[src/dss_pkg.sv]
`timescale 1ns / 1ps
// ============================================================================
// dss_pkg
// Shared types and constants for the dual-stack shared buffer.
// ============================================================================
package dss_pkg;

    localparam int SIZE_W    = 9;   // width of size and capacity fields
    localparam int XDATA_W   = 32;  // width of data on the stream ports
    localparam int PADDR_W   = 3;   // one 32-bit register, word index in bit 2
    localparam int PDATA_W   = 32;
    localparam int S_TUSER_W = 3;
    localparam int M_TUSER_W = 2;
    localparam int M_TDATA_W = 56;

    // register word index, taken from paddr[2]
    localparam logic REG_CAPACITY = 1'b0;

    typedef enum logic [1:0] {
        CMD_PUSH = 2'd0,
        CMD_POP  = 2'd1,
        CMD_PEEK = 2'd2
    } cmd_t;

    typedef enum logic [1:0] {
        ST_DONE  = 2'd0,
        ST_FULL  = 2'd1,
        ST_EMPTY = 2'd2
    } status_t;

    typedef struct packed {
        logic wr_en;
        logic rd_en;
    } mem_cmd_t;

endpackage

[src/dss_ctrl.sv]
`timescale 1ns / 1ps
// ============================================================================
// dss_ctrl
// Stack counters, capacity register, request decode and result status.
// ============================================================================
module dss_ctrl #(
    parameter int DEPTH = 256
) (
    input  logic                         clk,
    input  logic                         rst_n,
    // configuration
    input  logic                         psel,
    input  logic                         penable,
    input  logic                         pwrite,
    input  logic [dss_pkg::PADDR_W-1:0]  paddr,
    input  logic [dss_pkg::PDATA_W-1:0]  pwdata,
    output logic [dss_pkg::PDATA_W-1:0]  prdata,
    // request side
    input  logic                         in_valid,
    output logic                         in_ready,
    input  logic [1:0]                   in_cmd,
    input  logic                         in_sel,
    // result side
    output logic                         out_valid,
    input  logic                         out_ready,
    output dss_pkg::status_t             out_status,
    output logic [dss_pkg::SIZE_W-1:0]   out_size_one,
    output logic [dss_pkg::SIZE_W-1:0]   out_size_two,
    output logic                         out_full,
    output logic                         out_rd_sel,
    // memory
    output dss_pkg::mem_cmd_t            mem_cmd,
    output logic [$clog2(DEPTH)-1:0]     mem_addr
);

    localparam int AW   = $clog2(DEPTH);
    localparam int CAPW = $clog2(DEPTH + 1);
    localparam logic [CAPW-1:0] CAP_MAX = CAPW'(DEPTH);

    logic [CAPW-1:0]  cap_reg,  cap_next;
    logic [CAPW-1:0]  cnt1_reg, cnt1_next;
    logic [CAPW-1:0]  cnt2_reg, cnt2_next;
    logic             valid_reg, valid_next;
    logic             rdsel_reg, rdsel_next;
    dss_pkg::status_t status_reg, status_next;

    logic             in_fire;
    logic             cfg_wr;
    logic [dss_pkg::SIZE_W-1:0] cfg_val;
    logic [CAPW:0]    sum_cur;
    logic [CAPW:0]    sum_new;
    logic             full_cur;
    logic [CAPW-1:0]  pos;
    dss_pkg::cmd_t    cmd;

    assign cmd      = dss_pkg::cmd_t'(in_cmd);
    assign in_ready = !valid_reg || out_ready;
    assign in_fire  = in_valid && in_ready;
    assign sum_cur  = {1'b0, cnt1_reg} + {1'b0, cnt2_reg};
    assign full_cur = sum_cur >= {1'b0, cap_reg};

    // capacity may change only while both stacks are empty
    assign cfg_wr  = psel && penable && pwrite && (paddr[2] == dss_pkg::REG_CAPACITY)
                     && (cnt1_reg == '0) && (cnt2_reg == '0);
    assign cfg_val = pwdata[dss_pkg::SIZE_W-1:0];
    assign prdata  = dss_pkg::PDATA_W'(cap_reg);

    always_comb
    begin
        cap_next = cap_reg;
        if (cfg_wr)
        begin
            if (cfg_val == '0)
            begin
                cap_next = CAPW'(1);
            end
            else if (32'(cfg_val) > DEPTH)
            begin
                cap_next = CAP_MAX;
            end
            else
            begin
                cap_next = CAPW'(cfg_val);
            end
        end
    end

    always_comb
    begin
        cnt1_next   = cnt1_reg;
        cnt2_next   = cnt2_reg;
        status_next = status_reg;
        rdsel_next  = rdsel_reg;
        mem_cmd     = '0;
        pos         = '0;
        if (in_fire)
        begin
            status_next = dss_pkg::ST_DONE;
            rdsel_next  = 1'b0;
            case (cmd)
                dss_pkg::CMD_PUSH:
                begin
                    if (full_cur)
                    begin
                        status_next = dss_pkg::ST_FULL;
                    end
                    else if (!in_sel)
                    begin
                        pos          = cnt1_reg;
                        mem_cmd.wr_en = 1'b1;
                        cnt1_next    = cnt1_reg + 1'b1;
                    end
                    else
                    begin
                        pos          = cap_reg - cnt2_reg - 1'b1;
                        mem_cmd.wr_en = 1'b1;
                        cnt2_next    = cnt2_reg + 1'b1;
                    end
                end
                dss_pkg::CMD_POP,
                dss_pkg::CMD_PEEK:
                begin
                    if (in_sel ? (cnt2_reg == '0) : (cnt1_reg == '0))
                    begin
                        status_next = dss_pkg::ST_EMPTY;
                    end
                    else
                    begin
                        pos           = in_sel ? (cap_reg - cnt2_reg) : (cnt1_reg - 1'b1);
                        mem_cmd.rd_en = 1'b1;
                        rdsel_next    = 1'b1;
                        if (cmd == dss_pkg::CMD_POP)
                        begin
                            if (in_sel)
                            begin
                                cnt2_next = cnt2_reg - 1'b1;
                            end
                            else
                            begin
                                cnt1_next = cnt1_reg - 1'b1;
                            end
                        end
                    end
                end
                default:
                begin
                    // unused code: no operation, reported as done
                end
            endcase
        end
    end

    assign mem_addr = AW'(pos);

    always_comb
    begin
        valid_next = valid_reg;
        if (in_fire)
        begin
            valid_next = 1'b1;
        end
        else if (out_ready)
        begin
            valid_next = 1'b0;
        end
    end

    always_ff @(posedge clk or negedge rst_n)
    begin
        if (!rst_n)
        begin
            cap_reg    <= CAP_MAX;
            cnt1_reg   <= '0;
            cnt2_reg   <= '0;
            valid_reg  <= 1'b0;
            rdsel_reg  <= 1'b0;
            status_reg <= dss_pkg::ST_DONE;
        end
        else
        begin
            cap_reg    <= cap_next;
            cnt1_reg   <= cnt1_next;
            cnt2_reg   <= cnt2_next;
            valid_reg  <= valid_next;
            rdsel_reg  <= rdsel_next;
            status_reg <= status_next;
        end
    end

    // counters hold the sizes after the last request until the next one
    assign sum_new      = {1'b0, cnt1_reg} + {1'b0, cnt2_reg};
    assign out_valid    = valid_reg;
    assign out_status   = status_reg;
    assign out_size_one = dss_pkg::SIZE_W'(cnt1_reg);
    assign out_size_two = dss_pkg::SIZE_W'(cnt2_reg);
    assign out_full     = sum_new >= {1'b0, cap_reg};
    assign out_rd_sel   = rdsel_reg;

`ifndef NO_ASSERTIONS
    a_no_overfill: assert property (@(posedge clk) disable iff (!rst_n)
        sum_cur <= {1'b0, cap_reg})
        else $error("stack sizes exceed capacity");

    a_one_access: assert property (@(posedge clk) disable iff (!rst_n)
        !(mem_cmd.wr_en && mem_cmd.rd_en))
        else $error("read and write issued together");

    a_access_on_fire: assert property (@(posedge clk) disable iff (!rst_n)
        (mem_cmd.wr_en || mem_cmd.rd_en) |-> in_fire)
        else $error("memory access without a request");

    a_result_from_req: assert property (@(posedge clk) disable iff (!rst_n)
        $rose(valid_reg) |-> $past(in_fire))
        else $error("result appeared without a request");
`endif

endmodule

[config.mk]
export PLATFORM = sky130hd
export DESIGN_NAME = dss_ctrl
export DESIGN_NICKNAME = d
export VERILOG_FILES = /design/src/dss_pkg.sv /design/src/dss_ctrl.sv
export SDC_FILE = /design/constraint.sdc
export NUM_CORES = 1
export LEC_CHECK = 0
export BUFFER_PORTS_ARGS = -buffer_cell sky130_fd_sc_hd__buf_2
export CELL_PAD_IN_SITES_DETAIL_PLACEMENT = 1
export CELL_PAD_IN_SITES_GLOBAL_PLACEMENT = 2
export CORE_MARGIN = 4
export CORE_UTILIZATION = 30
export CTS_BUF_LIST = sky130_fd_sc_hd__clkbuf_2 sky130_fd_sc_hd__clkbuf_4 sky130_fd_sc_hd__clkbuf_8
export CTS_CLUSTER_SIZE = 24
export DETAILED_ROUTE_END_ITERATION = 12
export PLACE_DENSITY_LB_ADDON = 0.2
export SYNTH_ARGS = -nofsm -noshare
export SYNTH_HDL_FRONTEND = slang
export SYNTH_SLANG_ARGS = --single-unit
[constraint.sdc]
create_clock -name clk -period 5 [get_ports clk]
set_input_delay 0.25 -clock clk [delete_from_list [all_inputs] [get_ports clk]]
set_output_delay 0.25 -clock clk [all_outputs]
set_load 0.1 [all_outputs]
Yosys cells after proc, flatten, opt, wreduce, memory -nomap -nowiden --
Cells that the tools add are included. Widths: inputs -> output; s select.
Word-level totals: bits in registers 31, latch bits 0, memory bits (writable) 0, bits in read-only memories 0, input port bits 45, output and inout bits 66, word-level logic and storage cells 73, memories kept 0
Cells by class: add/sub/neg operators 7, $mul 0, divide/modulo/power cells 0, magnitude comparators 2, equality and inequality tests 9, shift-type cells 0, mux-type cells 31, bitwise gates (word level) 1, reduce and logical (&&, ||, !) cells 17
Operators with widths (count):
- $mux 9 | 12
- $mux 8 | 5
- $pmux 9 s2 | 2
- $logic_not 9->1 | 3
- $add 9x1->9 const B | 2
- $sub 9x1->9 const B | 2
- $pmux 8 s2 | 1
- $ne 2x2->1 const B | 7
- $reduce_and 7->1 | 2
- $add 9x9->10 | 1
- $ge 10x9->1 | 1
- $gt 9x9->1 const B | 1
- $mux 1 | 8
- $sub 8x1->8 const B | 1
- $sub 8x8->8 | 1
- $logic_and 1x1->1 | 6
- $mux 2 | 2
- $pmux 2 s2 | 1
- $reduce_bool 2->1 | 2
- $eq 2x1->1 const B | 1
- $eq 2x2->1 const B | 1
- $logic_not 2->1 | 1
- $reduce_or 2->1 | 1
- $logic_not 1->1 | 1
- other kinds (2) | 2

Depth between registers and ports, before layout --
depth after elaboration 6, mapped depth 16, mapped depth without buffers 15

Least setup slack after synthesis --
OpenSTA, ideal clock, no wires.
path type register -> output, from register cnt1_reg[0] (netlist: out_size_one[0]), to output mem_addr[7], arrival 6171 ps, required time 4750 ps, slack -1421 ps, stages on the path, launching flop included 15, path buffers 0, cell sequence dfrtp_1 > ha_1 > fa_1 > a21o_1 > a21oi_1 > o21bai_1 > a21oi_1 > o21ai_0 > xnor2_1 > ha_1 > and2b_2 > or4_4 > nor4_1 > nand2_1 > o31ai_1
Between the ends: cells in the longest elaborated chain, start to end 5, elaborated cells on any way between the ends 10, those cells by class 2 x add/sub; 1 x order compare; 6 x mux; 1 x reduce/logical
Ends and longest elaborated chain:
- start, declared | line dss_ctrl.sv:41 | logic [CAPW-1:0] cnt1_reg, cnt1_next;
- start signal, assigned | line dss_ctrl.sv:182 | cnt1_reg <= cnt1_next;
- $add 9x9->10, or another cell as far along | line dss_ctrl.sv:59 | assign sum_cur = {1'b0, cnt1_reg} + {1'b0, cnt2_reg};
- $ge 10x9->1, or another cell as far along | line dss_ctrl.sv:60 | assign full_cur = sum_cur >= {1'b0, cap_reg};
- $mux 8, on equally long branches | line dss_ctrl.sv:103, dss_ctrl.sv:123
- $pmux 8 s2 (*) | line dss_ctrl.sv:100 | case (cmd)
- $mux 8 (*) | line dss_ctrl.sv:96 | if (in_fire)
- end, declared | line dss_ctrl.sv:33 | output logic [$clog2(DEPTH)-1:0] mem_addr
Every way passes the cells marked *; elsewhere a longest branch is shown, timed or not.

Worst setup path after layout --
from register cnt1_reg[0] (netlist: out_size_one[0]), to output mem_addr[3]
Same word-level chain as after synthesis.

==> metrics.csv <==
stage,metric,value,unit
routing,viasPerCell,4.93,
clock_tree,clockRootBuffer,clkbuf_8,
routing,wirelength,9840,µm
sta,setup_viol,0,
clock_tree,cts.htree.levels,2,
sta,tightest_slew,0.853,ns
layout,antennaDiodeCount,0,
global_route,antenna_found_initial,0,
sta,fmax,0.212,GHz
flow_run,maxCapViolations,0,
critical_path,end_kind,output pin,
critical_path,cp-start-kind,register,
clock_tree,cts.reportedPaths.clkPinSlew,0.07,ns
placement,portBuffers,62,
sta,tns,0,ns
floorplan,ioPinCount,111,
global_route,first_global_vias,3071,
floorplan,placementRows,38,
global_route,grt_pass1_wl,16100,µm
global_route,track_usage,15.6,%
sta,fin_skew,0.00578,ns
floorplan,start_util,30.9,%
placement,dp.cells,600,
hold_path,holdCritPathClass,in -> async,
routing,vias,3007,
routing,wl_per_cell,16.1,µm
global_route,overflow,0,
routing,drtIter0Drc,102,
layout,final_common_cell,buf_2,
yosys,ys_ff_latch,31,
yosys,netlist_area,3400,µm²
sta,slew_viol_final,0,
critical_path,cp.required,4.75,ns
layout,syn2layout_area_growth,22.1,%
critical_path,cp_data_arrival_time,4.47,ns
critical_path,path_max_fanout,9,
floorplan,die_h,114,µm
yosys,synth_cell_types,61,
clock_tree,cts.sinks,31,
layout,final_nets,556,
routing,ant_nets,0,
placement,dp_hpwl,8170,µm
layout,num-fill-cells,1333,
layout,fin_area,4150,µm²
layout,drive_gt1_share,25.3,%
clock_tree,cts_made_buffers,5,
floorplan,die_w,114,µm
yosys,syn_inst,402,
clock_tree,cts_buffer_depth,2,
yosys,synthTopCellsByArea,"dfrtp_1 (22%), ha_1 (14%), xnor2_1 (8.0%), buf_4 (5.1%), nand2_1 (3.6%)",
yosys,synth_top_area_share,22.1,%
yosys,avgSynthCellArea,8.45,µm²
clock_tree,clk_latency,0.29,ns
floorplan,core,11000,µm²
placement,gp_congestion,0.893,
yosys,synth_edf_count,0,
layout,stdcell_count,610,
clock_tree,cts_tree,done,
critical_path,crit_type,reg -> out,
routing,drtPass1Iterations,4,
yosys,async_reset_ff_share,100,%
yosys,yosys_warnings,0,
yosys,synth_top_cell_by_area,dfrtp_1,
sta,period_share,94.5,%
clock_tree,cts_hold_buf,0,
sta,max_slew_margin,43.1,%
status,run_status,finished clean,
yosys,synthFlopType,dfrtp_1,
routing,drc,0,
layout,final_cell_mix,"buf_2 (54), ha_1 (39), nand2_1 (33), inv_1 (32), xnor2_1 (31)",
global_route,grt_max_degree,32,
sta,hold_violations,0,
placement,place_area,3980,µm²
yosys,yosysSeqAreaShare,22.9,%
sta,fin_crit,4.72,ns
floorplan,dieArea,13100,µm²
-- logic make-up after synthesis --
kind of cell	share of synthesized area [%]
and+or+nand+nor	18.9
AOI/OAI and AO/OA	16.0
buffers and inverters	10.5
adders and majority gates	16.1
xor gates and xnor gates	10.8
DFF	22.9
muxes	4.68
other	0.110
-- metrics by stage --
stage | setup slack, ns | util [%] | hold WS [ns]
2_1_floorplan | -0.0630 | - | -0.0456
3_3_place_gp | 0.456 | 36.3 | 0.359
3_5_place_dp | 0.385 | 36.3 | 0.374
4_1_cts | 0.0578 | 37.5 | 0.0589
5_1_grt | -0.00622 | 37.8 | 0.0732
6_report | 0.277 | 37.8 | 0.0323
-- final timing paths --
kind	cells after the start	endpoint	slack, ns	startpoint
setup / recovery	18	mem_addr[3]	0.28	out_size_one[0]$_DFFE_PN0P_
hold / removal	1	out_size_two[5]$_DFFE_PN0P_	0.03	rst_n
setup reg to reg	15	out_size_one[7]$_DFFE_PN0P_	0.79	out_size_one[0]$_DFFE_PN0P_
hold reg to reg	1	out_rd_sel$_DFFE_PN0P_	0.48	out_rd_sel$_DFFE_PN0P_
max in group asynchronous	1	out_size_one[0]$_DFFE_PN0P_	4.43	rst_n
min in group clk	2	out_valid$_DFFE_PN0P_	0.16	in_valid
-- cell type report --
type / instances / area (µm²) / area share, %
Multi-Input combinational cell: 324 / 2410 / 58.1
Sequential cell: 31 / 779 / 18.8
Timing Repair Buffer: 75 / 528 / 12.7
Tap cell: 140 / 175 / 4.22
Inverter: 32 / 120 / 2.90
Clock buffer: 6 / 76.3 / 1.84
Clock inverter: 2 / 60.1 / 1.45
-- cells in the mapped netlist, drive strengths merged, types with 2 or more instances --
| library cell | instances |
|---|---|
| ha | 39 |
| nand2 | 33 |
| nor2 | 33 |
| inv | 32 |
| xnor2 | 31 |
| dfrtp | 30 |
| buf | 26 |
| o21ai | 23 |
| a21oi | 22 |
| clkbuf | 11 |
| nand2b | 11 |
| xor2 | 11 |
| mux2 | 9 |
| a21o | 8 |
| nor3 | 7 |
| a211oi | 6 |
| nand3 | 6 |
| mux2i | 5 |
| nor4 | 5 |
| nor3b | 4 |
| o22ai | 4 |
| and3 | 3 |
| fa | 3 |
| nand3b | 3 |
| o21bai | 3 |
| o31ai | 3 |
| a211o | 2 |
| nand4b | 2 |
| nor2b | 2 |
| nor4b | 2 |
| o2111ai | 2 |
| o22a | 2 |
| or2 | 2 |
-- critical path, stage by stage, from the launching register on --
cell and delay [ns]:
dfrtp_2 0.46, ha_1 0.24, fa_1 0.41, a21o_1 0.21, a21oi_2 0.18, o21bai_1 0.10, a21oi_2 0.18, o21ai_0 0.13
xnor2_1 0.18, ha_1 0.26, and2b_2 0.20, or4_4 0.43, nor4_2 0.15, buf_4 0.16, nand2_1 0.05, buf_4 0.17
o32a_1 0.38, nor2_4 0.11, buf_12 0.18
-- routing by layer --
metal	up-vias	GRT usage [%]	part of all wire [%]
met5	-	0	0
met4	0	3.09	0.86
met3	6	2.43	3.9
met2	57	26.4	48
met1	1465	21.0	47
li1	1479	-	-
-- timing repair --
item,4_1_cts,5_1_grt
resized for setup,0,3
endpoints found under the setup margin,0,9
setup buffers,0,2
Power is not shown: default switching activity piles up to over one toggle a cycle in this logic, so the estimate is an artifact.
